## src/hw/rtl/qri_pkg.sv

```systemverilog
// Package for the quaternion rate integrator: field widths, register indexes,
// multiplier operand widths and the kinematic term table.
// No dependencies.
`default_nettype none

package qri_pkg;

    localparam int COMPONENT_WIDTH_DEF = 32;

    localparam int FIELD_W  = 32;   // width of every rate, load and result field
    localparam int DT_W     = 24;   // step_time register width
    localparam int CFG_IDX_W = 2;   // config index, wide enough to see a stray write

    // shared multiplier: 32 x 25 signed, registered product
    localparam int MUL_A_W = 32;
    localparam int MUL_B_W = 25;
    localparam int MUL_P_W = MUL_A_W + MUL_B_W;

    localparam logic [CFG_IDX_W-1:0] REG_STEP_TIME = 2'd0;
    localparam logic [CFG_IDX_W-1:0] REG_RENORM    = 2'd1;

    localparam logic [DT_W-1:0] STEP_TIME_RST = 24'd16777;
    localparam logic            RENORM_RST    = 1'b1;

    localparam logic [1:0] AX_X = 2'd0;
    localparam logic [1:0] AX_Y = 2'd1;
    localparam logic [1:0] AX_Z = 2'd2;

    localparam logic [1:0] QC_W = 2'd0;
    localparam logic [1:0] QC_X = 2'd1;
    localparam logic [1:0] QC_Y = 2'd2;
    localparam logic [1:0] QC_Z = 2'd3;

    typedef struct packed {
        logic [1:0] hsel;   // which half-angle term
        logic [1:0] qsel;   // which old component
        logic       neg;    // subtract the product
    } term_t;

    // Omega(w) * q, one product term of one output component
    function automatic term_t step_term(input logic [1:0] comp, input logic [1:0] idx);
        term_t t;
        t = '{hsel: AX_X, qsel: QC_W, neg: 1'b0};
        unique case ({comp, idx})
            {QC_W, 2'd0}: t = '{hsel: AX_X, qsel: QC_X, neg: 1'b1};
            {QC_W, 2'd1}: t = '{hsel: AX_Y, qsel: QC_Y, neg: 1'b1};
            {QC_W, 2'd2}: t = '{hsel: AX_Z, qsel: QC_Z, neg: 1'b1};
            {QC_X, 2'd0}: t = '{hsel: AX_X, qsel: QC_W, neg: 1'b0};
            {QC_X, 2'd1}: t = '{hsel: AX_Z, qsel: QC_Y, neg: 1'b0};
            {QC_X, 2'd2}: t = '{hsel: AX_Y, qsel: QC_Z, neg: 1'b1};
            {QC_Y, 2'd0}: t = '{hsel: AX_Y, qsel: QC_W, neg: 1'b0};
            {QC_Y, 2'd1}: t = '{hsel: AX_Z, qsel: QC_X, neg: 1'b1};
            {QC_Y, 2'd2}: t = '{hsel: AX_X, qsel: QC_Z, neg: 1'b0};
            {QC_Z, 2'd0}: t = '{hsel: AX_Z, qsel: QC_W, neg: 1'b0};
            {QC_Z, 2'd1}: t = '{hsel: AX_Y, qsel: QC_X, neg: 1'b0};
            {QC_Z, 2'd2}: t = '{hsel: AX_X, qsel: QC_Y, neg: 1'b1};
            default:      t = '{hsel: AX_X, qsel: QC_W, neg: 1'b0};
        endcase
        return t;
    endfunction

endpackage

`default_nettype wire

```

## src/hw/rtl/qri_mul.sv

```systemverilog
// Shared signed multiplier with a registered product.
// Depends on qri_pkg.
`default_nettype none

module qri_mul (
    input  logic                                clk,
    input  logic signed [qri_pkg::MUL_A_W-1:0]  a,
    input  logic signed [qri_pkg::MUL_B_W-1:0]  b,
    output logic signed [qri_pkg::MUL_P_W-1:0]  p
);
    import qri_pkg::*;

    logic signed [MUL_P_W-1:0] p_reg;

    always_ff @(posedge clk)
    begin
        p_reg <= MUL_P_W'(a) * MUL_P_W'(b);
    end

    assign p = p_reg;

endmodule

`default_nettype wire

```

## config.mk

```make
export PLATFORM = sky130hd
export DESIGN_NAME = qri_mul
export DESIGN_NICKNAME = d
export VERILOG_FILES = /design/src/hw/rtl/qri_pkg.sv /design/src/hw/rtl/qri_mul.sv
export SDC_FILE = /design/constraint.sdc
export NUM_CORES = 2
export LEC_CHECK = 0
export CORE_MARGIN = 1.5
export CORE_UTILIZATION = 53
export CTS_CLUSTER_DIAMETER = 40
export DETAILED_ROUTE_END_ITERATION = 16
export DONT_BUFFER_PORTS = 1
export GPL_ROUTABILITY_DRIVEN = 0
export GPL_TIMING_DRIVEN = 0
export PLACE_DENSITY = 0.83
export SLEW_MARGIN = 20
export SYNTH_ARGS = -nofsm -noshare
export SYNTH_HDL_FRONTEND = slang
export SYNTH_SLANG_ARGS = --single-unit
```

## constraint.sdc

```tcl
create_clock -name clk -period 6.1 [get_ports clk]
set_clock_uncertainty 0.05 [all_clocks]
set_input_delay 0.305 -clock clk [delete_from_list [all_inputs] [get_ports clk]]
set_output_delay 0.305 -clock clk [all_outputs]
set_load 0.05 [all_outputs]
```

* Word-level counts from Yosys, hierarchy flattened
Cells that the tools add are included.
** Word-level totals
- Output and inout bits :: 57
- Word-level logic and storage cells :: 2
- Flip-flop bits (word level) :: 57
- Input port bits :: 58
** Cells by class
- Multiply operators :: 1
** Operators with widths (number)
- 32-bit by 25-bit multiplier with 57-bit output :: 1

* Logic depth before layout (Yosys ltp)
- Depth in word-level cells :: 1
- Mapped depth :: 26
- Gate-level depth less buffers :: 25

* Worst setup path before layout
OpenSTA, ideal clock, no wires.
- Kind :: input-to-reg
- From :: input port a[31] (netlist bit)
- To :: register p_reg[55], in the netlist p[55]
- Slack :: -605 ps
- Path buffers :: 1
- Data required time :: 5918 ps
- Cell stages on the path :: 24
- Setup time :: 132 ps
- Arrival time :: 6524 ps
- Cells stage by stage :: clkbuf_1 -> nand2_1 -> inv_1 -> fa_1 -> fa_1 -> inv_1 -> fa_1 -> inv_1 -> fa_1 -> inv_1 -> fa_1 -> fa_1 -> fa_1 -> inv_1 -> ha_1 -> a21o_1 -> a21o_1 -> a21o_1 -> a21o_1 -> a21oi_1 -> o21ai_0 -> a21oi_1 -> o41ai_2 -> xor2_1
** Between the ends
- Word-level cells in the longest chain between the ends :: 1
** Ends and longest elaborated chain
- start: declaration :: RTL line qri_mul.sv:7 : input logic signed [qri_pkg::MUL_A_W-1:0] a,
- 32-bit by 25-bit multiplier with 57-bit output :: RTL line qri_mul.sv:17 : p_reg <= MUL_P_W'(a) * MUL_P_W'(b);
- end signal: assignment :: RTL line qri_mul.sv:17
- end: declaration :: RTL line qri_mul.sv:13 : logic signed [MUL_P_W-1:0] p_reg;
No other way between the ends.

* Worst setup path in the final report
- From :: input port b[7] (netlist bit)
- To :: register p_reg[55], in the netlist p[55]
** Between the ends
- Word-level cells in the longest chain between the ends :: 1
** Ends and longest elaborated chain
- start: declaration :: RTL line qri_mul.sv:8 : input logic signed [qri_pkg::MUL_B_W-1:0] b,
- 32-bit by 25-bit multiplier with 57-bit output :: RTL line qri_mul.sv:17
No other way between the ends.

==> metrics.md <==
| Metric | Value |
|---|---|
| Run status | `finished with violations` |
| Failing checks | `negative setup slack` |
| Die H | `239 um` |
| Fmax | `0.154 GHz` |
| Drt pass-1 iters | `8` |
| Type of origin of the critical path | `primary input` |
| Post-synth top area cell | `fa_1` |
| Max_cap viols | `0` |
| Area Growth Syn to Fin | `15.0%` |
| Net Count, Synth | `4236` |
| Slew HR | `31.2%` |
| RSZ-0062 raised after global routing | `true` |
| Wire length per cell | `23.4 um` |
| Post-Synthesis Cell Area | `29600 um^2` |
| Total grt overflow | `0` |
| Worst hold path stage count | `2` |
| Critical Path AT | `6720 ps` |
| Antenna Nets Post-Route | `0` |
| Worst EP required | `6330 ps` |
| Synthesis Warnings | `0` |
| Hold Violations, Final | `0` |
| Worst Hold End | `p[1]$_DFF_P_` |
| Compound-cell area share of the yosys netlist | `4.13%` |
| CTS tree | `done` |
| # nets final | `4332` |
| CP Class | `primary input to flop` |
| Initial antenna violation count | `7` |
| WL final | `95.4 mm` |
| Final Cell Area | `34100 um^2` |
| Post-synthesis mux area share | `0%` |
| Cts bufs inserted | `9` |
| Global-route wire length before repair | `145 mm` |
| Yosys reg bits | `57` |
| Ports | `115` |
| Pin count of the biggest net entering global routing | `14` |
| Fraction of the yosys area taken by sequential cells | `3.85%` |
| Dpl hpwl | `75.1 mm` |
| Clock Sinks | `57` |
| CTS Root Buffer Type | `clkbuf_16` |
| GRT Overall Usage | `34.6%` |
| CTS H-tree depth | `3` |
| Async S/R FF share, synth | `0%` |
| Vias in the first global route | `25100` |
| Largest family of logic cells by synthesized area | `adder cells` |
| HP Start | `a[1]` |
| Fin cells | `4070` |
| Share of cells above drive strength 1 | `15.2%` |
| Final worst setup slack | `-396 ps` |
| DIE WIDTH | `239 um` |
| Post-synthesis adder-cell area fraction | `61.9%` |
| Die Area | `57300 um^2` |
| Max FFs per register | `57` |
| Post-synth cell types | `63` |
| Post-placement cell count | `3952` |
| Row cnt | `86` |
| HP Class | `primary input to flop` |
| CP endpoint kind | `flop` |
| Synth Instances | `3204` |
| Area after DPL | `31300 um^2` |
| Clk buf depth | `2` |
| Simple-gate share of the synthesized area | `15.5%` |
| Drt initial violations | `2128` |
| Vias/cell | `5.69` |
| Post-synthesis average cell area | `9.25 um^2` |
| Final Cycle Share | `106%` |
| Top post-synthesis cells by area | `fa_1 (55%), inv_1 (11%), and2_1 (8.4%)` |
| Crit-path max FO | `13` |
| Vias | `23200` |
| Post-synth EDFFs | `0` |
| Post-synth top area share | `55.3%` |
| Core area | `55200 um^2` |
| Clock slew at reported path FFs | `60 ps` |
| Slew Limit Fails | `0` |
| Initial Utilization | `53.7%` |
| Detailed-route DRC error count | `0` |
| Final setup vio count | `22` |
| XOR/XNOR Fraction of Synth Area | `1.77%` |
| Minimum clock period | `6500 ps` |
| Port buffer count | `0` |
| Main synth FF type | `dfxtp_1` |
| Slew @ Worst Pin | `1030 ps` |
[worst max-delay path by stage]
stage	start	to	slack, ps	cells after the start
after global placement	b[7]	p[53]$_DFF_P_	-1620	22
after floorplan	a[4]	p[55]$_DFF_P_	-120	22
after CTS	b[2]	p[55]$_DFF_P_	-310	24
after global routing	a[12]	p[55]$_DFF_P_	-500	26
after detailed placement	b[7]	p[53]$_DFF_P_	-1650	22
final	b[7]	p[55]$_DFF_P_	-400	24
[cell type report]
| class | instances | area [um^2] |
|---|---|---|
| Buffer | 149 | 1600 |
| Tap cell | 748 | 936 |
| Inverter | 860 | 3250 |
| Timing Repair Buffer | 89 | 866 |
| Antenna cell | 17 | 42.5 |
| Clock inverter | 6 | 66.3 |
| Sequential cell | 57 | 1140 |
| Fill cell | 4173 | 21100 |
| Clock buffer | 10 | 239 |
| Multi-Input combinational cell | 2134 | 25900 |
[per-layer routing]
metal | share of wire [%] | track usage (%) | wire length (um) | up-vias
li1 | - | - | - | 9321
met1 | 32 | 40.0 | 30300 | 11700
met2 | 45 | 53.4 | 42800 | 1683
met3 | 15 | 14.1 | 14000 | 496
met4 | 8.7 | 22.2 | 8320 | 2
met5 | 0.015 | 0 | 14 | -
[worst max-delay path: stages]
cell and delay, ps:
buf_12 130, and2_4 150, fa_1 500, fa_1 530
inv_2 50, fa_1 550, fa_1 580, inv_2 50
fa_1 510, fa_1 530, inv_1 50, fa_1 490
inv_2 50, ha_4 230, a21o_4 270, a21o_1 230
a21oi_4 180, buf_12 130, a311oi_4 100, buf_12 180
or3b_4 430, a31oi_4 220, o41ai_4 100, xor2_1 150
[cell usage in the layout (no fill, tap or decap), drive strengths merged, types with 2 or more instances in the layout]
cell type  netlist  final
nand2          410    410
or3              4      4
o21ai           42     42
o221ai           2      2
and2           398    398
nor2b            3      3
o2111ai          2      2
dfxtp           57     57
or2              2      2
nor2            50     50
nand2b          14     14
diode            0     17
a21o            27     27
a41oi            3      3
fa             819    819
nand3           13     13
and3             6      6
ha             155    155
nand4            9      9
nor3             6      6
buf              5    139
xnor2           45     45
o311ai           2      2
o31ai            3      3
clkbuf         148    108
a311oi           3      3
o211ai           2      2
o211a            2      2
a211o            4      4
a211oi           6      6
o21a             4      4
a31oi            9      9
xor2            15     15
a21oi           52     52
inv            860    858
o21bai           5      5
clkinvlp         0      6
[stage by stage]
step	hold WS [ps]	utilization [%]	setup WS, ps	TNS, ps
after global routing	117	61.6	-498	-8070
after global placement	390	56.7	-1620	-34930
final	103	61.7	-396	-4990
after CTS	89.0	59.6	-310	-3630
after floorplan	382	-	-119	-247
after detailed placement	388	56.7	-1650	-35970
[cell usage after synthesis, types with 3 or more instances]
master,instances
inv_1,860
and2_1,397
buf_1,3
a31oi_1,8
a211oi_1,5
and3_1,6
nand3_1,13
a21oi_1,52
nand2_1,410
a21o_1,26
clkbuf_1,147
o21ai_0,40
or3_1,4
fa_1,819
xnor2_1,45
o21bai_1,5
ha_1,155
o31ai_1,3
nand4_1,9
nor2b_1,3
o21a_1,4
nand2b_1,14
xor2_1,15
a211o_1,4
nor3_1,6
nor2_1,50
dfxtp_1,57
[timing repair]
| item | 4_1_cts | 5_1_grt |
|---|---|---|
| gates cloned | 1 | 1 |
| pin swaps | 61 | 113 |
| setup endpoints to repair | 35 | 30 |
| resized for setup | 241 | 260 |
| hold endpoints to repair | 1 | 0 |
| setup buffers | 43 | 47 |
| hold buffers | 1 | 0 |
[kinds of logic (layout without fill, tap and decap cells)]
| kind of cell | after synthesis | after routing |
|---|---|---|
| buffers and inverters | 1013 | 1114 |
| other | 0 | 17 |
| AOI/OAI and AO/OA | 179 | 179 |
| DFF | 57 | 57 |
| xor gates and xnor gates | 60 | 60 |
| adders and majority gates | 974 | 974 |
| and+or+nand+nor | 921 | 921 |
Power is not shown: default switching activity piles up to over one toggle a cycle in this logic, so the estimate is an artifact.
