File: config.mk
export PLATFORM = sky130hd
export DESIGN_NAME = qri_div
export DESIGN_NICKNAME = d
export VERILOG_FILES = /design/src/hw/rtl/qri_pkg.sv /design/src/hw/rtl/qri_div.sv
export SDC_FILE = /design/constraint.sdc
export NUM_CORES = 1
export LEC_CHECK = 0
export BUFFER_PORTS_ARGS = -buffer_cell sky130_fd_sc_hd__buf_2
export CORE_MARGIN = 2
export CORE_UTILIZATION = 51
export CTS_BUF_LIST = sky130_fd_sc_hd__clkbuf_16
export CTS_CLUSTER_DIAMETER = 120
export DETAILED_ROUTE_END_ITERATION = 16
export PLACE_DENSITY = 0.76
export SLEW_MARGIN = 10
export SYNTH_ARGS = -nofsm -noshare
export SYNTH_HDL_FRONTEND = slang
export SYNTH_SLANG_ARGS = --single-unit
File: constraint.sdc
create_clock -name clk -period 9 [get_ports clk]
set_input_delay 2.7 -clock clk [delete_from_list [all_inputs] [get_ports clk]]
set_output_delay 2.7 -clock clk [all_outputs]
set_load 0.005 [all_outputs]
File: src/hw/rtl/qri_pkg.sv
// Package for the quaternion rate integrator: field widths, register indexes,
// multiplier operand widths and the kinematic term table.
// No dependencies.
`default_nettype none

package qri_pkg;

    localparam int COMPONENT_WIDTH_DEF = 32;

    localparam int FIELD_W  = 32;   // width of every rate, load and result field
    localparam int DT_W     = 24;   // step_time register width
    localparam int CFG_IDX_W = 2;   // config index, wide enough to see a stray write

    // shared multiplier: 32 x 25 signed, registered product
    localparam int MUL_A_W = 32;
    localparam int MUL_B_W = 25;
    localparam int MUL_P_W = MUL_A_W + MUL_B_W;

    localparam logic [CFG_IDX_W-1:0] REG_STEP_TIME = 2'd0;
    localparam logic [CFG_IDX_W-1:0] REG_RENORM    = 2'd1;

    localparam logic [DT_W-1:0] STEP_TIME_RST = 24'd16777;
    localparam logic            RENORM_RST    = 1'b1;

    localparam logic [1:0] AX_X = 2'd0;
    localparam logic [1:0] AX_Y = 2'd1;
    localparam logic [1:0] AX_Z = 2'd2;

    localparam logic [1:0] QC_W = 2'd0;
    localparam logic [1:0] QC_X = 2'd1;
    localparam logic [1:0] QC_Y = 2'd2;
    localparam logic [1:0] QC_Z = 2'd3;

    typedef struct packed {
        logic [1:0] hsel;   // which half-angle term
        logic [1:0] qsel;   // which old component
        logic       neg;    // subtract the product
    } term_t;

    // Omega(w) * q, one product term of one output component
    function automatic term_t step_term(input logic [1:0] comp, input logic [1:0] idx);
        term_t t;
        t = '{hsel: AX_X, qsel: QC_W, neg: 1'b0};
        unique case ({comp, idx})
            {QC_W, 2'd0}: t = '{hsel: AX_X, qsel: QC_X, neg: 1'b1};
            {QC_W, 2'd1}: t = '{hsel: AX_Y, qsel: QC_Y, neg: 1'b1};
            {QC_W, 2'd2}: t = '{hsel: AX_Z, qsel: QC_Z, neg: 1'b1};
            {QC_X, 2'd0}: t = '{hsel: AX_X, qsel: QC_W, neg: 1'b0};
            {QC_X, 2'd1}: t = '{hsel: AX_Z, qsel: QC_Y, neg: 1'b0};
            {QC_X, 2'd2}: t = '{hsel: AX_Y, qsel: QC_Z, neg: 1'b1};
            {QC_Y, 2'd0}: t = '{hsel: AX_Y, qsel: QC_W, neg: 1'b0};
            {QC_Y, 2'd1}: t = '{hsel: AX_Z, qsel: QC_X, neg: 1'b1};
            {QC_Y, 2'd2}: t = '{hsel: AX_X, qsel: QC_Z, neg: 1'b0};
            {QC_Z, 2'd0}: t = '{hsel: AX_Z, qsel: QC_W, neg: 1'b0};
            {QC_Z, 2'd1}: t = '{hsel: AX_Y, qsel: QC_X, neg: 1'b0};
            {QC_Z, 2'd2}: t = '{hsel: AX_X, qsel: QC_Y, neg: 1'b1};
            default:      t = '{hsel: AX_X, qsel: QC_W, neg: 1'b0};
        endcase
        return t;
    endfunction

endpackage

`default_nettype wire

File: src/hw/rtl/qri_div.sv
// Restoring divider, 64 / 32 bits, one quotient bit per cycle; flags a
// quotient that does not fit 32 bits. Depends on qri_pkg.
`default_nettype none

module qri_div (
    input  logic        clk,
    input  logic        rst_n,
    input  logic        start,
    input  logic [63:0] dividend,
    input  logic [31:0] divisor,
    output logic        done,
    output logic [31:0] quot,
    output logic        ovf
);
    import qri_pkg::*;

    logic [31:0] rem_reg;
    logic [31:0] quo_reg;
    logic [31:0] dvs_reg;
    logic [4:0]  cnt_reg;
    logic        run_reg;
    logic        done_reg;
    logic        ovf_reg;
    logic [32:0] shifted;
    logic        fits;

    assign shifted = {rem_reg, quo_reg[31]};
    assign fits    = shifted >= {1'b0, dvs_reg};

    always_ff @(posedge clk or negedge rst_n)
    begin
        if (!rst_n)
        begin
            run_reg  <= 1'b0;
            done_reg <= 1'b0;
            ovf_reg  <= 1'b0;
            cnt_reg  <= '0;
            rem_reg  <= '0;
            quo_reg  <= '0;
            dvs_reg  <= '0;
        end
        else
        begin
            done_reg <= 1'b0;
            if (start)
            begin
                dvs_reg <= divisor;
                cnt_reg <= '0;
                if (dividend >= {divisor, 32'd0})
                begin
                    ovf_reg  <= 1'b1;
                    done_reg <= 1'b1;
                end
                else
                begin
                    ovf_reg <= 1'b0;
                    rem_reg <= dividend[63:32];
                    quo_reg <= dividend[31:0];
                    run_reg <= 1'b1;
                end
            end
            else if (run_reg)
            begin
                rem_reg <= fits ? 32'(shifted - {1'b0, dvs_reg}) : shifted[31:0];
                quo_reg <= {quo_reg[30:0], fits};
                cnt_reg <= cnt_reg + 5'd1;
                if (cnt_reg == 5'd31)
                begin
                    run_reg  <= 1'b0;
                    done_reg <= 1'b1;
                end
            end
        end
    end

    assign done = done_reg;
    assign quot = quo_reg;
    assign ovf  = ovf_reg;

endmodule

`default_nettype wire

Yosys cells after proc, flatten, opt, wreduce, memory -nomap -nowiden
Index checks and enable logic that the tools add are counted.

word-level totals
  input bits = 99
  output and inout bits = 34
  register bits = 104

operators by class
  magnitude comparators = 2
  muxes and demuxes = 17
  equal/unequal tests = 2
  $add $sub $neg = 2
  reduce and logical (&&, ||, !) cells = 2

operator list
  kind                 number
  $mux 32              7
  $ge 64x64->1         1
  $ge 33x32->1         1
  $sub 32x32->32       1
  $mux 5               2
  $mux 1               8
  $add 5x1->5 const B  1
  $eq 5x5->1 const B   1
  $ne 2x2->1 const B   1
  $reduce_and 2->1     1
  $reduce_bool 2->1    1

Longest topological paths before layout
Gate-level depths: netlist (run 1).

  depth after elaboration = 4
  depth in mapped cells = 13
  gate-level depth less buffers = 13

Worst setup path before layout (run 1)
Ideal clock, no wire load.

  path type = input -> register
  start point = in divisor[1]
  end point = reg rem_reg[2]
  path buffers = 1
  data arrival time = 4.705 ns
  stages on the path = 11
  setup slack = 4.171 ns
  data required time = 8.875 ns
  path through = inv_1 > ha_1 > nor4bb_1 > nand4_1 > nor3_1 > a21oi_1 > a31oi_1 > o21ai_2 > mux2i_4 > buf_2 > mux2_2

between the ends
  word-level cells in the longest chain between the ends = 3

ends and longest elaborated chain
  element                            line           source
  start, declared                    qri_div.sv:10  input logic [31:0] divisor,
  $ge 64x64->1                       qri_div.sv:49  if (dividend >= {divisor, 32'd0})
  $ne 2x2->1 (no source line)        n/a
  $reduce_and 2->1 (no source line)  n/a
  end signal, assigned               qri_div.sv:57  rem_reg <= dividend[63:32];
  end signal, assigned               qri_div.sv:64  rem_reg <= fits ? 32'(shifted - {1'b0, dvs_reg}) : shifted[31:0];
  end, declared                      qri_div.sv:17  logic [31:0] rem_reg;

Every way passes these cells.
A chain may end at the register's enable or synchronous reset.

Final worst setup path (run 1)
  start point = in divisor[1]
  end point = reg quo_reg[14], in the netlist quot[14]

between the ends
  word-level cells in the longest chain between the ends = 3

ends and longest elaborated chain
  element                            line           source
  $ge 64x64->1                       qri_div.sv:49
  $ne 2x2->1 (no source line)        n/a
  $reduce_and 2->1 (no source line)  n/a
  end signal, assigned               qri_div.sv:58  quo_reg <= dividend[31:0];
  end signal, assigned               qri_div.sv:65  quo_reg <= {quo_reg[30:0], fits};
  end, declared                      qri_div.sv:18  logic [31:0] quo_reg;

Every way passes these cells.

==> results.cfg, run 1 <==
[power]
switching_share_pct = 44.5
seqPwrFrac_pct = 27.5
clkPwrFrac_pct = 15.5
p_leak_nw = 4.19
powerDensity_nw_per_um2 = 289
p_comb_share_pct = 57.0
power_switching_w = 0.00111
p_int_w = 0.00139
ir_drop_v = 0.000177

[floorplanning]
dieArea_um2 = 16000
die_w_um = 126
io_pins = 133
start_util_pct = 52.3
rows = 44
fp.dieH_um = 126
core_um2 = 14600

[timing]
slew_headroom_pct = 29.6
post-route-min-period_ps = 6030
fin_setup_tns_ps = 0
fin_skew_ps = 14.7
max_freq_ghz = 0.166
fin_ws_ps = 2970
worstMarginPinSlew_ps = 1050
post-route-period-util_pct = 66.9
drv_slew = 0
finalHoldViolations = 0
setup_viol = 0
rsz0062_at_grt = false

[global_routing]
met2_usage_pct = 36.7
busiest_layer = met2
met3_usage_pct = 4.60
gr-usage-met1_pct = 34.0
antenna_found_initial = 0
track_usage_pct = 23.5
grt_max_degree = 88
grt_pass1_vias = 6329
grt_remaining_overflow = 0
grt_pass1_wl_um = 30700

[synthesis]
synth_edf_count = 0
yosys_warnings = 0
ys_ff_latch = 104
syn_nets = 1054
syn_area_per_cell_um2 = 8.59
synth_cell_types = 70
synthCells = 888
async_flop_share_pct = 100
netlist_area_um2 = 7630
synth_flop_cell = dfrtp_1
synth_seq_area_share_pct = 34.1

[placed_design]
port_buffers = 132
post-place-ws_ps = 2630
hpwl_um = 13800
gp_congestion = 0.918

[routing]
post_drt_wl_per_cell_um = 15.3
route.detailed.drc = 0
dr.first_iter.drc_count = 403
routed_wl_um = 18000
vias_per_cell = 5.58
dr_total_vias = 6589
ant_nets = 0
drtPass1Iterations = 5

[worst_setup_path]
r2r-start = rem_reg[0]
worstSetupPathType = primary input to flop
crit_fanout = 54
cp-start-kind = primary input
crit_start = divisor[1]
worstPathArrival_ps = 6260
crit_path_end_kind = flop
worstPathRequired_ps = 9240

[clock_tree]
hold_buffers = 0
cts_tree = built
cts_resized = 0
clockRootBuffer = clkbuf_16
post_cts_buffers = 0
clock_latency_ps = 370
htreeDepth = 3
cts.path.max_buffers = 2
cts_buffers = 9
clk_pin_slew_ps = 80
cts.sinks = 104

[hold_path]
min_from = quot[12]
min_path_type = flop to flop

[finish]
antennaDiodeCount = 0
area_growth_syn_to_layout_pct = 13.3
layout_commonest_cell = buf_2
drive_gt1_share_pct = 17.9
utilization_pct = 59.3
final_cell_mix = 130 x buf_2, 119 x nand2_1, 104 x dfrtp_1, 86 x inv_1, 78 x o21ai_0
nNetsFinal = 1157

[outcome]
status = completed

[run]
maxCapViolCount = 0
==> cell families (layout without fill, tap and decap cells) <==
family          after synthesis  after routing  share of synthesized area [%]
simple gates                256            256                           15.7
mux                          51             51                           6.95
xor+xnor                     29             29                           3.33
buf+inv                     129            237                           6.76
flops                       104            104                           34.1
fa+ha+maj                    67             67                           11.1
compound gates              252            252                           22.0
==> final timing paths <==
kind                       depth (start not counted)  slack [ps]     endpoint
max                                               13        2970     quot[14]
min                                                2         510     quot[12]
max reg2reg                                       10        5330  rem_reg[22]
min reg2reg                                        2         510     quot[12]
max in group asynchronous                          2        5470     quot[19]
min in group asynchronous                          1        2310  rem_reg[15]
==> through the flow <==
step           total power [W]  hold slack, ps  area [um^2]  cells
2_1_floorplan          0.00182             477         7630    888
3_3_place_gp           0.00209             483         8360   1164
3_5_place_dp           0.00211             497         8360   1164
4_1_cts                0.00250             515         8640   1180
5_1_grt                0.00272             536         8640   1180
6_report               0.00250             511         8640   1180
==> critical path: stages <==
cell	delay, ps
buf_2	90
inv_1	40
ha_1	280
nor4bb_1	280
nand4_1	140
nor3_1	300
a21oi_1	120
a31oi_1	280
o21ai_2	200
mux2i_4	730
buf_4	570
buf_4	370
o21ai_0	150
==> power groups by stage <==
stage / Combinational, W / Clock [W] / Sequential, W
6_report: 0.00142 / 0.000387 / 0.000686
5_1_grt: 0.00160 / 0.000413 / 0.000704
4_1_cts: 0.00142 / 0.000396 / 0.000685
3_5_place_dp: 0.00142 / 0 / 0.000690
3_3_place_gp: 0.00140 / 0 / 0.000689
2_1_floorplan: 0.00115 / 0 / 0.000671
==> layer usage <==
layer,wire length (um),part of all wire (%),up-vias
li1,-,-,3341
met1,8730,48,3066
met2,8070,45,169
met3,984,5.5,13
met4,221,1.2,0
met5,0,0,-
==> cell usage after synthesis, types with 14 or more instances <==
cell type,instances,area [um^2]
dfrtp_1,104,2600
o21ai_1,16,80.1
a21oi_1,50,250
nand2_1,119,447
nor2_1,43,161
o31ai_1,17,128
clkbuf_1,27,101
o21ai_0,78,390
xor2_1,14,123
a211oi_1,18,135
mux2i_1,44,440
xnor2_1,15,131
inv_1,85,319
ha_1,66,826
nor2b_1,18,113
==> layout make-up <==
cell class | count | area [um^2]
Clock buffer | 9 | 225
Clock inverter | 7 | 61.3
Fill cell | 1314 | 5940
Inverter | 85 | 319
Multi-Input combinational cell | 655 | 4510
Sequential cell | 104 | 2600
Tap cell | 184 | 230
Timing Repair Buffer | 136 | 696
(Power assumes the default switching activity.)
==> run 2, diff against run 1 <==
==> constraint.sdc (replaced) <==
create_clock -name clk -period 6.15 [get_ports clk]
set_input_delay 1.845 -clock clk [delete_from_list [all_inputs] [get_ports clk]]
set_output_delay 1.845 -clock clk [all_outputs]
set_load 0.005 [all_outputs]
==> run 2 against run 1 <==
Routed wire length is 2.1% higher; first-iteration DRC count decreased by 10%; global-route usage increased by 0.082 points.
==> results.cfg, run 2 (synthesized netlist as in run 1, its figures left out) <==
[clock_tree]
cts_resized = 0
clock_latency_ps = 360
clk_pin_slew_ps = 70
cts_tree = built
post_cts_buffers = 0
cts.path.max_buffers = 2
clockRootBuffer = clkbuf_16
cts_buffers = 9
htreeDepth = 3
cts.sinks = 104
hold_buffers = 0

[timing]
post-route-period-util_pct = 74.3
post-route-min-period_ps = 4570
rsz0062_at_grt = false
max_freq_ghz = 0.219
fin_setup_tns_ps = 0
setup_viol = 0
slew_headroom_pct = 30.4
worstMarginPinSlew_ps = 1040
timing.hold.ws_ps = 504
fin_skew_ps = 7.23
finalHoldViolations = 0
drv_slew = 0

[finish]
multi_input_area_um2 = 4510
fillerInstances = 1353
final_cell_mix = 130 x buf_2, 119 x nand2_1, 104 x dfrtp_1, 86 x inv_1, 78 x o21ai_0
regArea_um2 = 2600
drive_gt1_share_pct = 18.0
layout_commonest_cell = buf_2
antennaDiodeCount = 0
area_growth_syn_to_layout_pct = 13.7
nNetsFinal = 1158

[routing]
vias_per_cell = 5.65
post_drt_wl_per_cell_um = 15.6
dr.first_iter.drc_count = 361
ant_nets = 0
route.detailed.drc = 0
dr_total_vias = 6669
drtPass1Iterations = 5
routed_wl_um = 18400

[run]
maxCapViolCount = 0

[worst_setup_path]
worstPathRequired_ps = 6370
cpPeakStageDelay_ps = 410
crit_chain = buf_2 -> inv_1 -> ha_1 -> nor4bb_1 -> nand4_1 -> nor3_1 -> a21oi_1 -> a31oi_1 -> o21ai_2 -> mux2i_4 -> buf_4 -> buf_4 -> o21ai_0
critPathSlowestCell = buf_4
crit_path_end_kind = flop
r2r-start = rem_reg[0]
rr_endpoint = rem_reg[9]
reg2regPathDepth = 10
reg2reg_slack_ps = 2490
cp_top_family = buffers and inverters
worstSetupPathType = primary input to flop
cpMostUsedCell = buf_4
crit_fanout = 45
cp-start-kind = primary input
worstPathArrival_ps = 4780
worst-path-buf-inv = 4

[hold_path]
worst_hold_path.num_cells = 2
min_from = quot[18]
min_path_type = flop to flop
holdPathEnd = quot[18]

[power]
p_leak_nw = 4.19
powerDensity_nw_per_um2 = 426
ir_drop_v = 0.000229

[global_routing]
antenna_found_initial = 0
track_usage_pct = 23.6
grt_max_degree = 91
grt_pass1_wl_um = 30900
grt_pass1_vias = 6498
grt_remaining_overflow = 0

[floorplanning]
start_util_pct = 52.3
fp.dieH_um = 126
die_w_um = 126
io_pins = 133
rows = 44
core_um2 = 14600
dieArea_um2 = 16000

[outcome]
status = completed

[placed_design]
hpwl_um = 14200
port_buffers = 132
gp_congestion = 0.920
[run 2: cell types whose count changed in the layout (fill, tap and decap cells not counted), sizes merged]
cell	change
buf	+1
bufinv	+1
clkinv	-2
clkinvlp	+2
inv	-1
[run 2: how the worst max path moves through the flow]
stage | from | endpoint | cells after the start
finish | divisor[1] | quot[2] | 13
global route | divisor[1] | quot[20] | 13
CTS | divisor[1] | quot[2] | 13
detailed placement | divisor[1] | quot[2] | 13
global placement | divisor[1] | quot[5] | 13
floorplan | divisor[1] | rem_reg[2] | 11
[run 2: cell type report]
| type | count | share of cell area, % |
|---|---|---|
| Inverter | 85 | 3.68 |
| Clock buffer | 9 | 2.60 |
| Tap cell | 184 | 2.66 |
| Multi-Input combinational cell | 655 | 52.0 |
| Sequential cell | 104 | 30.0 |
| Timing Repair Buffer | 137 | 8.11 |
| Clock inverter | 7 | 0.924 |
[run 2: metal layers]
metal | up-vias | wire length [um] | share of wire, % | global-route usage (%)
met5 | - | 0 | 0 | 0
met4 | 0 | 270 | 1.5 | 6.59
met3 | 18 | 1140 | 6.2 | 5.27
met2 | 194 | 8420 | 46 | 38.1
met1 | 3106 | 8550 | 47 | 32.3
li1 | 3351 | - | - | -
[run 2: where the power goes]
| group | internal [W] | switching [W] | leakage [nW] |
|---|---|---|---|
| registers | 0.000860 | 0.000145 | 1.25 |
| clock network | 0.000322 | 0.000274 | 0.147 |
| logic | 0.000886 | 0.00121 | 2.80 |
[run 2: through the flow]
| step | util, % | power, W | cell area, um^2 | worst slack, ps | cells |
|---|---|---|---|---|---|
| floorplan | - | 0.00266 | 7630 | 2180 | 888 |
| global placement | 57.3 | 0.00306 | 8370 | 1360 | 1165 |
| detailed placement | 57.3 | 0.00310 | 8370 | 1200 | 1165 |
| CTS | 59.4 | 0.00371 | 8670 | 1580 | 1181 |
| global route | 59.4 | 0.00401 | 8670 | 1310 | 1181 |
| finish | 59.4 | 0.00370 | 8670 | 1580 | 1181 |
[run 2: worst register-to-register path: stages (launching register included)]
cell	delay, ps
dfrtp_1	440
ha_1	330
nor2b_1	150
o31ai_2	430
a211oi_4	170
a211oi_2	330
o2111ai_2	210
nand2_2	790
mux2i_1	330
o21ai_1	80
mux2_2	280
