File: config.mk
export PLATFORM = sky130hd
export DESIGN_NAME = qri_sqrt
export DESIGN_NICKNAME = d
export VERILOG_FILES = /design/src/hw/rtl/qri_pkg.sv /design/src/hw/rtl/qri_sqrt.sv
export SDC_FILE = /design/constraint.sdc
export NUM_CORES = 1
export LEC_CHECK = 0
export BUFFER_PORTS_ARGS = -buffer_cell sky130_fd_sc_hd__buf_2
export CORE_UTILIZATION = 50
export DETAILED_ROUTE_END_ITERATION = 10
export PLACE_DENSITY = 0.76
export SLEW_MARGIN = 30
export SYNTH_ARGS = -nofsm -noshare
export SYNTH_HDL_FRONTEND = slang
export SYNTH_SLANG_ARGS = --single-unit
File: constraint.sdc
create_clock -name clk -period 9.3 [get_ports clk]
set_input_delay 1.395 -clock clk [delete_from_list [all_inputs] [get_ports clk]]
set_output_delay 1.395 -clock clk [all_outputs]
set_load 0.02 [all_outputs]
File: src/hw/rtl/qri_pkg.sv
// Package for the quaternion rate integrator: field widths, register indexes,
// multiplier operand widths and the kinematic term table.
// No dependencies.
`default_nettype none

package qri_pkg;

    localparam int COMPONENT_WIDTH_DEF = 32;

    localparam int FIELD_W  = 32;   // width of every rate, load and result field
    localparam int DT_W     = 24;   // step_time register width
    localparam int CFG_IDX_W = 2;   // config index, wide enough to see a stray write

    // shared multiplier: 32 x 25 signed, registered product
    localparam int MUL_A_W = 32;
    localparam int MUL_B_W = 25;
    localparam int MUL_P_W = MUL_A_W + MUL_B_W;

    localparam logic [CFG_IDX_W-1:0] REG_STEP_TIME = 2'd0;
    localparam logic [CFG_IDX_W-1:0] REG_RENORM    = 2'd1;

    localparam logic [DT_W-1:0] STEP_TIME_RST = 24'd16777;
    localparam logic            RENORM_RST    = 1'b1;

    localparam logic [1:0] AX_X = 2'd0;
    localparam logic [1:0] AX_Y = 2'd1;
    localparam logic [1:0] AX_Z = 2'd2;

    localparam logic [1:0] QC_W = 2'd0;
    localparam logic [1:0] QC_X = 2'd1;
    localparam logic [1:0] QC_Y = 2'd2;
    localparam logic [1:0] QC_Z = 2'd3;

    typedef struct packed {
        logic [1:0] hsel;   // which half-angle term
        logic [1:0] qsel;   // which old component
        logic       neg;    // subtract the product
    } term_t;

    // Omega(w) * q, one product term of one output component
    function automatic term_t step_term(input logic [1:0] comp, input logic [1:0] idx);
        term_t t;
        t = '{hsel: AX_X, qsel: QC_W, neg: 1'b0};
        unique case ({comp, idx})
            {QC_W, 2'd0}: t = '{hsel: AX_X, qsel: QC_X, neg: 1'b1};
            {QC_W, 2'd1}: t = '{hsel: AX_Y, qsel: QC_Y, neg: 1'b1};
            {QC_W, 2'd2}: t = '{hsel: AX_Z, qsel: QC_Z, neg: 1'b1};
            {QC_X, 2'd0}: t = '{hsel: AX_X, qsel: QC_W, neg: 1'b0};
            {QC_X, 2'd1}: t = '{hsel: AX_Z, qsel: QC_Y, neg: 1'b0};
            {QC_X, 2'd2}: t = '{hsel: AX_Y, qsel: QC_Z, neg: 1'b1};
            {QC_Y, 2'd0}: t = '{hsel: AX_Y, qsel: QC_W, neg: 1'b0};
            {QC_Y, 2'd1}: t = '{hsel: AX_Z, qsel: QC_X, neg: 1'b1};
            {QC_Y, 2'd2}: t = '{hsel: AX_X, qsel: QC_Z, neg: 1'b0};
            {QC_Z, 2'd0}: t = '{hsel: AX_Z, qsel: QC_W, neg: 1'b0};
            {QC_Z, 2'd1}: t = '{hsel: AX_Y, qsel: QC_X, neg: 1'b0};
            {QC_Z, 2'd2}: t = '{hsel: AX_X, qsel: QC_Y, neg: 1'b1};
            default:      t = '{hsel: AX_X, qsel: QC_W, neg: 1'b0};
        endcase
        return t;
    endfunction

endpackage

`default_nettype wire

File: src/hw/rtl/qri_sqrt.sv
// Bit-serial integer square root (floor), one result bit per cycle.
// Depends on qri_pkg.
`default_nettype none

module qri_sqrt (
    input  logic        clk,
    input  logic        rst_n,
    input  logic        start,
    input  logic [62:0] radicand,
    output logic        done,
    output logic [31:0] root
);
    import qri_pkg::*;

    logic [63:0] rem_reg;
    logic [63:0] root_reg;
    logic [63:0] bit_reg;
    logic [4:0]  cnt_reg;
    logic        run_reg;
    logic        done_reg;
    logic [63:0] trial;

    assign trial = root_reg + bit_reg;

    always_ff @(posedge clk or negedge rst_n)
    begin
        if (!rst_n)
        begin
            run_reg  <= 1'b0;
            done_reg <= 1'b0;
            cnt_reg  <= '0;
            rem_reg  <= '0;
            root_reg <= '0;
            bit_reg  <= '0;
        end
        else
        begin
            done_reg <= 1'b0;
            if (start)
            begin
                rem_reg  <= {1'b0, radicand};
                root_reg <= '0;
                bit_reg  <= 64'h4000_0000_0000_0000;
                cnt_reg  <= '0;
                run_reg  <= 1'b1;
            end
            else if (run_reg)
            begin
                if (rem_reg >= trial)
                begin
                    rem_reg  <= rem_reg - trial;
                    root_reg <= (root_reg >> 1) + bit_reg;
                end
                else
                begin
                    root_reg <= root_reg >> 1;
                end
                bit_reg <= bit_reg >> 2;
                cnt_reg <= cnt_reg + 5'd1;
                if (cnt_reg == 5'd31)
                begin
                    run_reg  <= 1'b0;
                    done_reg <= 1'b1;
                end
            end
        end
    end

    assign done = done_reg;
    assign root = root_reg[31:0];

endmodule

`default_nettype wire

Yosys cells after proc, flatten, opt, wreduce, memory -nomap -nowiden
Index checks and enable logic that the tools add are counted.

cells by class
  eq/ne operators = 1
  add/subtract/negate cells = 4
  mux-type cells = 16
  reduce and logical (&&, ||, !) cells = 3
  magnitude comparators = 1

operators with widths
  kind                                                            number
  64-bit 2-to-1 mux                                               8
  63-bit by 64-bit adder with 64-bit output                       1
  64-bit adder                                                    1
  64-bit greater-or-equal comparator                              1
  64-bit subtractor                                               1
  5-bit 2-to-1 mux                                                2
  1-bit 2-to-1 mux                                                6
  5-bit by 1-bit adder with 5-bit output (second input constant)  1
  5-bit == test (second input constant)                           1
  2-bit nonzero test                                              2
  2-bit AND reduction                                             1

word-level totals
  input port bits = 66
  flip-flop bits (word level) = 199
  word-level logic and storage cells = 31

Depth between registers and ports, before layout
Gate-level depths: netlist of the first run.

  depth in word-level cells = 5
  gate-level depth with buffers = 27
  gate-level depth less buffers = 25

Worst setup path after synthesis of the first run
No wires, ideal clock.

  path type = register to register
  start point = register root_reg[2]
  end point = register rem_reg[58]
  data arrival time = 4896 ps
  path slack = 4284 ps
  period minus slack after synthesis = 5016 ps
  cell stages (with the launch flop) = 27
  cells stage by stage = dfrtp_1 -> ha_1 -> a31oi_1 -> nor3b_2 -> o31a_1 -> o21ai_1 -> a31oi_2 -> o21ai_1 -> a21o_1 -> nor2b_1 -> nand2b_1 -> a21oi_1 -> xor2_1 -> ha_1 -> clkbuf_1 -> nand2_1 -> nor2_1 -> nand3_1 -> nor3_1 -> o21ai_0 -> o21bai_4 -> nand2_1 -> buf_4 -> buf_4 -> nand3_1 -> nand2_1 -> o211a_1

between the ends
  cells in the longest elaborated chain, start to end = 5

RTL lines
  element                   RTL line        text
  start: declaration        qri_sqrt.sv:16  logic [63:0] root_reg;
  start signal: assignment  qri_sqrt.sv:52  root_reg <= (root_reg >> 1) + bit_reg;
  start signal: assignment  qri_sqrt.sv:56  root_reg <= root_reg >> 1;
  64-bit adder (*)          qri_sqrt.sv:23  assign trial = root_reg + bit_reg;
  64-bit subtractor         qri_sqrt.sv:51  rem_reg <= rem_reg - trial;
  64-bit 2-to-1 mux         qri_sqrt.sv:49  if (rem_reg >= trial)
  64-bit 2-to-1 mux         qri_sqrt.sv:47  else if (run_reg)
  64-bit 2-to-1 mux         qri_sqrt.sv:39  if (start)
  end signal: assignment    qri_sqrt.sv:41  rem_reg <= {1'b0, radicand};
  end signal: assignment    qri_sqrt.sv:51
  end: declaration          qri_sqrt.sv:15  logic [63:0] rem_reg;

Mark *: on every way between the ends. The rest lies on a longest branch, timed or not. The select of a mux whose other input is x is not followed.
A chain may end at the register's enable or synchronous reset.

Worst setup path in the final report of the first run
  start point = register root_reg[0]
  end point = register rem_reg[63]

The elaborated chain is that of the path after synthesis.

==> flow_metrics.tcl, run 1 <==
set metrics [dict create \
    status "finished clean" \
    clock-sinks 167 \
    worst_slew_pin_slew_ps 922 \
    antenna_found_initial 0 \
    synth_area_leader_cell "dfrtp_1" \
    yosysUniqueCellTypes 90 \
    grtUsageTotal 0.289 \
    synthFlopType "dfrtp_1" \
    synth_commonest_cells "nand2_1, nor2_1, o21ai_0" \
    post_drt_wl_per_cell_um 19.1 \
    end_kind "flip-flop" \
    area_growth_pct 6.44 \
    core-area_um2 31600 \
    cts_root_buffer "clkbuf_16" \
    path_buf_inv 1 \
    netlist_instances 2049 \
    initial_core_util 0.509 \
    critPathMaxStageDelay_ps 490 \
    yosysTopAreaCellShare 0.260 \
    finalCritPeriodShare 0.726 \
    layout_min_cycle_time_ps 6750 \
    critical_path.cell_chain "ha_1 -> ha_1 -> a21oi_1 -> o21a_1 -> o21ai_0 -> a211oi_2 -> o21ai_0 -> a31oi_1 -> o21ai_0 -> nor2b_1 -> o21ai_0 -> xor2_1 -> ha_1 -> nand2_1 -> nor2_1 -> a21oi_1 -> o21ai_0 -> o21ai_0 -> o21bai_4 -> buf_4 -> nand2_8 -> or3_1 -> or3_1 -> nand3_1" \
    setup_ws_ps 2550 \
    rsz0062_at_grt "no" \
    cts_max_level 4 \
    vias 15500 \
    critPathArrivalTime_ps 7130 \
    grt_pass1_vias 14600 \
    setup_viol_count_final 0 \
    clockBufferDepth 2 \
    num-nets-final 2238 \
    insertion_delay_ps 460 \
    wirelength_mm 46.8 \
    leakagePower_uw 0.00758 \
    drtAntennaViolNets 0 \
    worst_clock_skew_ps 15.3 \
    dr.pass1.iters 6 \
    fp.dieW_um 181 \
    cts_inserted_buffers 17 \
    cp.required_ps 9680 \
    portBuffers 98 \
    synth-seq-cells 167 \
    crit_fanout 101 \
    crit_type "reg -> reg" \
    cts_tree "built" \
    cp_common_cell "o21ai_0" \
    synth_most_common_cell "nand2_1" \
    drt_iter0_drc 1745 \
    vdd.ir_drop.worst_uv 232 \
    yosys-top-cells-area "dfrtp_1, ha_1, nand2_1" \
    path_delay_family "compound AO/OA/AOI/OAI gates" \
    seq_area_frac_synth 0.260 \
    grt_max_degree 102 \
    yosys_warnings 0 \
    fin_setup_tns_ps 0 \
    async_flop_share 1.00 \
    drive_above_1_share 0.0916 \
    dp_hpwl_mm 34.6 \
    powerDensity_nw_per_um2 298 \
    min_path_type "reg -> reg" \
    final-hold-violation-count 0 \
    postCtsSetupBuffers 0 \
    holdBufCountCts 0 \
    drc_errors 0 \
    cts_resized 0 \
    syn_nets 2248 \
    post_synth.cell_area_avg_um2 7.84 \
    fmax_ghz 0.148 \
    max_slew_margin 0.385 \
    fp-row-count 65 \
    startpoint_type "flip-flop" \
    path_clk_slew_ps 80 \
    place.gp.congestion 0.958 \
    slew_violations 0 \
    grt_pass1_wl_mm 76.9 \
    io_pins 99 \
    place_ws_ps 2600 \
    drv_cap 0 \
    mappedNetlistArea_um2 16100 \
    synth-edff-count 0 \
    slowest_stage "buf_4" \
    routed_via_density 6.31 \
    n_antenna_cell 0 \
    grt.overflow.total 0 \
    die_h_um 181 \
    dieArea_um2 32800 \
]
==> tightest hold or removal path, stage by stage (launching register included) <==
cell and delay [ps]:
dfrtp_1 350, mux2i_1 70, nor2_1 80
==> layout by cell type, fill, tap and decap left out, types with 19 or more instances in the layout <==
| master | netlist | layout |
|---|---|---|
| or3_1 | 21 | 21 |
| a31oi_1 | 59 | 59 |
| xnor2_1 | 76 | 76 |
| nor2_1 | 223 | 223 |
| o21bai_1 | 26 | 26 |
| nand2_1 | 244 | 243 |
| ha_1 | 132 | 132 |
| nand4_1 | 39 | 39 |
| nor2b_1 | 26 | 26 |
| a311oi_1 | 19 | 19 |
| a211oi_1 | 35 | 35 |
| xor2_1 | 79 | 79 |
| a21oi_1 | 164 | 164 |
| o21ai_0 | 169 | 169 |
| nand3_1 | 53 | 53 |
| inv_1 | 46 | 46 |
| a21o_1 | 37 | 37 |
| dfrtp_1 | 167 | 166 |
| buf_2 | 23 | 96 |
| mux2i_1 | 49 | 49 |
==> cell type report <==
class                   instances  area (um2)
well taps                     402         503
repair buffers                108         603
flip-flops and latches        167        4180
clock inverters                13         161
clock buffers                  19         453
multi-input cells            1699       11000
inverters                      46         173
fillers                      2996       14500
==> per-stage QoR <==
stage | cells | utilization | hold slack [ps] | instance area, um2 | power [uW]
2_1_floorplan | 2049 | - | 493 | 16100 | 3600
4_1_cts | 2452 | 0.540 | 547 | 17100 | 5050
5_1_grt | 2454 | 0.542 | 587 | 17100 | 5530
3_3_place_gp | 2420 | 0.521 | 513 | 16400 | 4210
3_5_place_dp | 2420 | 0.521 | 528 | 16400 | 4260
6_report | 2454 | 0.542 | 537 | 17100 | 5100
==> report_power, final <==
group | total [uW] | leakage [uW] | internal (uW) | switching [uW]
logic | 3250 | 0.00509 | 1200 | 2050
registers | 1090 | 0.00219 | 901 | 187
clock network | 767 | 0.000297 | 419 | 347
total | 5100 | 0.00758 | 2520 | 2580
==> final timing paths <==
kind                                            end               startpoint  slack (ps)  depth (start not counted)
max reg2reg                 rem_reg[63]$_DFFE_PN0P_  root_reg[0]$_DFFE_PN0P_        2550                         24
max                         rem_reg[63]$_DFFE_PN0P_  root_reg[0]$_DFFE_PN0P_        2550                         24
min in group asynchronous   rem_reg[51]$_DFFE_PN0P_                    rst_n         890                          1
min reg2reg                  cnt_reg[4]$_DFFE_PN0P_   cnt_reg[4]$_DFFE_PN0P_         540                          2
min                          cnt_reg[4]$_DFFE_PN0P_   cnt_reg[4]$_DFFE_PN0P_         540                          2
max in group asynchronous  root_reg[12]$_DFFE_PN0P_                    rst_n        7270                          2
==> layer usage <==
layer / track usage / vias to the layer above / routed length [um]
met1: 0.421 / 7315 / 22100
met4: 0.0905 / 0 / 1090
met3: 0.0375 / 86 / 3420
met5: 0 / - / 0
li1: - / 7406 / -
met2: 0.440 / 686 / 20200
==> cell families (layout without fill, tap and decap cells) <==
family / Yosys count / after routing / synth area share
adders and majority gates: 133 / 133 / 0.104
muxes: 50 / 50 / 0.0312
and+or+nand+nor: 706 / 706 / 0.201
DFF: 167 / 167 / 0.260
xor gates and xnor gates: 155 / 155 / 0.0845
buffers and inverters: 183 / 186 / 0.0550
AOI/OAI and AO/OA: 655 / 655 / 0.264
Note: power is estimated with default switching activity, not from simulation.
==> run 2, diff against run 1 <==
--- a/config.mk
+++ b/config.mk
@@ -5,10 +5,11 @@
 export SDC_FILE = /design/constraint.sdc
 export NUM_CORES = 1
 export LEC_CHECK = 0
+export ABC_AREA = 1
 export BUFFER_PORTS_ARGS = -buffer_cell sky130_fd_sc_hd__buf_2
 export CORE_UTILIZATION = 50
 export DETAILED_ROUTE_END_ITERATION = 10
-export PLACE_DENSITY = 0.76
+export PLACE_DENSITY = 0.78
 export SLEW_MARGIN = 30
 export SYNTH_ARGS = -nofsm -noshare
 export SYNTH_HDL_FRONTEND = slang
==> constraint.sdc (replaced) <==
create_clock -name clk -period 5.8 [get_ports clk]
set_input_delay 0.87 -clock clk [delete_from_list [all_inputs] [get_ports clk]]
set_output_delay 0.87 -clock clk [all_outputs]
set_load 0.02 [all_outputs]
==> flow_metrics.tcl, run 2 <==
set metrics [dict create \
    seq_area_frac_synth 0.195 \
    end_kind "flip-flop" \
    dp_hpwl_mm 65.7 \
    yosysTopAreaCellShare 0.285 \
    grtUsageTotal 0.373 \
    holdBufCountCts 0 \
    synth-edff-count 0 \
    clock-sinks 167 \
    grt_pass1_wl_mm 124 \
    worst_clock_skew_ps 17.9 \
    n_antenna_cell 0 \
    rsz0062_at_grt "no" \
    mostFrequentLayoutCell "nand2_1" \
    routed_via_density 5.37 \
    wl_met3_mm 5.43 \
    mappedNetlistArea_um2 21500 \
    dr_wl_met2_mm 36.0 \
    setup_viol_count_final 0 \
    area_growth_pct 6.11 \
    drtAntennaViolNets 0 \
    cts_inserted_buffers 17 \
    synth-seq-cells 167 \
    critPathArrivalTime_ps 5740 \
    slew_violations 0 \
    netlist_instances 3916 \
    post_drt_wl_per_cell_um 17.8 \
    insertion_delay_ps 530 \
    clockBufferDepth 2 \
    fmax_ghz 0.189 \
    max_slew_margin 0.407 \
    portBuffers 98 \
    synth_area_leader_cell "nand2_1" \
    regArea_um2 4180 \
    drt_iter0_drc 2431 \
    async_flop_share 1.00 \
    layout_common_cells "nand2_1, inv_1, nor2_1" \
    grt_max_degree 86 \
    die_h_um 209 \
    syn_nets 4115 \
    multi_input_area_um2 14100 \
    cp.required_ps 6250 \
    antenna_found_initial 0 \
    critical_path.cell_chain "ha_1 -> nand2_1 -> o21ai_1 -> nor2_1 -> nand2_1 -> o21ai_0 -> o21ai_1 -> nand2_1 -> nand2_1 -> xor2_1 -> ha_1 -> nand2_1 -> nor2_2 -> nand2_1 -> nor2_4 -> nand4_1 -> nand3_1 -> nand2_2 -> nand2_4 -> nand2_1 -> nand2_2 -> buf_4 -> nand3_1 -> nand2_1" \
    drv_cap 0 \
    drive_above_1_share 0.0502 \
    fp.dieW_um 209 \
    yosysUniqueCellTypes 48 \
    dieArea_um2 43700 \
    fin_setup_tns_ps 0 \
    vias 24200 \
    core-area_um2 42100 \
    cts_max_level 4 \
    cts_root_buffer "clkbuf_16" \
    wirelength_mm 80.3 \
    synthFlopType "dfrtp_1" \
    maxUsedRoutingLayer "met4" \
    drc_errors 0 \
    crit_fanout 49 \
    fillCellCount 4635 \
    postCtsSetupBuffers 0 \
    layout_min_cycle_time_ps 5290 \
    cts_tree "built" \
    hold_ws_ps 417 \
    leakagePower_uw 0.0125 \
    min_path_type "in -> async" \
    num-nets-final 4148 \
    synth_commonest_cells "nand2_1, inv_1, nor2_1" \
    dr.pass1.iters 6 \
    finalCritPeriodShare 0.912 \
    path_clk_slew_ps 80 \
    wl_met1_mm 34.2 \
    initial_core_util 0.509 \
    crit_type "reg -> reg" \
    startpoint_type "flip-flop" \
    yosys_warnings 0 \
    powerDensity_nw_per_um2 479 \
    status "finished clean" \
    cp_common_cell "nand2_1" \
    slowest_stage "buf_4" \
    synth_most_common_cell "nand2_1" \
    io_pins 99 \
    place.gp.congestion 1.05 \
    fp-row-count 75 \
    post_synth.cell_area_avg_um2 5.48 \
    vdd.ir_drop.worst_uv 258 \
    grt_pass1_vias 23000 \
    grt.overflow.total 0 \
    worst_slew_pin_slew_ps 888 \
    critPathMaxStageDelay_ps 530 \
    final-hold-violation-count 0 \
    rrSetupSlack_ps 510 \
    cts_resized 0 \
    yosys-top-cells-area "nand2_1, dfrtp_1, inv_1" \
]
==> run 2: cells by family after synthesis <==
logic type | after synthesis | share of synthesized area
compound gates | 371 | 0.0929
xor+xnor | 93 | 0.0380
fa+ha+maj | 133 | 0.0779
buf+inv | 787 | 0.150
flops | 167 | 0.195
simple gates | 2365 | 0.447
==> run 2: power breakdown <==
| part | switching, uW | total [uW] | internal (uW) |
|---|---|---|---|
| clock | 620 | 1230 | 609 |
| combinational | 5280 | 7720 | 2440 |
| sequential | 434 | 1950 | 1510 |
==> run 2: worst paths after layout <==
check | start | endpoint | depth (start not counted)
min in group clk | rem_reg[42]$_DFFE_PN0P_ | rem_reg[42]$_DFFE_PN0P_ | 2
setup / recovery | root_reg[10]$_DFFE_PN0P_ | rem_reg[28]$_DFFE_PN0P_ | 24
setup reg to reg | root_reg[10]$_DFFE_PN0P_ | rem_reg[28]$_DFFE_PN0P_ | 24
max in group asynchronous | rst_n | bit_reg[44]$_DFFE_PN0P_ | 2
hold / removal | rst_n | rem_reg[7]$_DFFE_PN0P_ | 1
hold reg to reg | rem_reg[42]$_DFFE_PN0P_ | rem_reg[42]$_DFFE_PN0P_ | 2
==> run 2: final cells by class <==
cell class,instances,share of cell area
clock buffer,18,0.0189
clock inverter,14,0.00693
inverter,684,0.113
multi-input combinational,2962,0.618
sequential,167,0.184
tap,539,0.0296
timing repair buffer,117,0.0297
==> run 2: worst max-delay path: cells and delay by family, from the launching register on <==
kind / cells / cell delay [ps]
AOI/OAI and AO/OA: 3 / 790
xor gates and xnor gates: 1 / 150
adders and majority gates: 2 / 820
buffers and inverters: 1 / 530
DFF: 1 / 510
and+or+nand+nor: 17 / 2400
==> run 2: per-stage QoR <==
stage | power [uW] | instance area, um2 | worst slack (ps) | std cells | utilization
after floorplan | 7600 | 21500 | 2150 | 3916 | -
after global placement | 9370 | 22200 | 723 | 4469 | 0.526
after detailed placement | 9460 | 22200 | 691 | 4469 | 0.526
after CTS | 10700 | 22800 | 658 | 4501 | 0.540
after global routing | 11900 | 22800 | 158 | 4501 | 0.540
final | 10900 | 22800 | 509 | 4501 | 0.540
==> run 2: metal layers <==
| metal | vias to the layer above | track usage |
|---|---|---|
| li1 | 12100 | - |
| met1 | 10900 | 0.477 |
| met2 | 954 | 0.602 |
| met3 | 203 | 0.0481 |
| met4 | 0 | 0.218 |
| met5 | - | 0 |
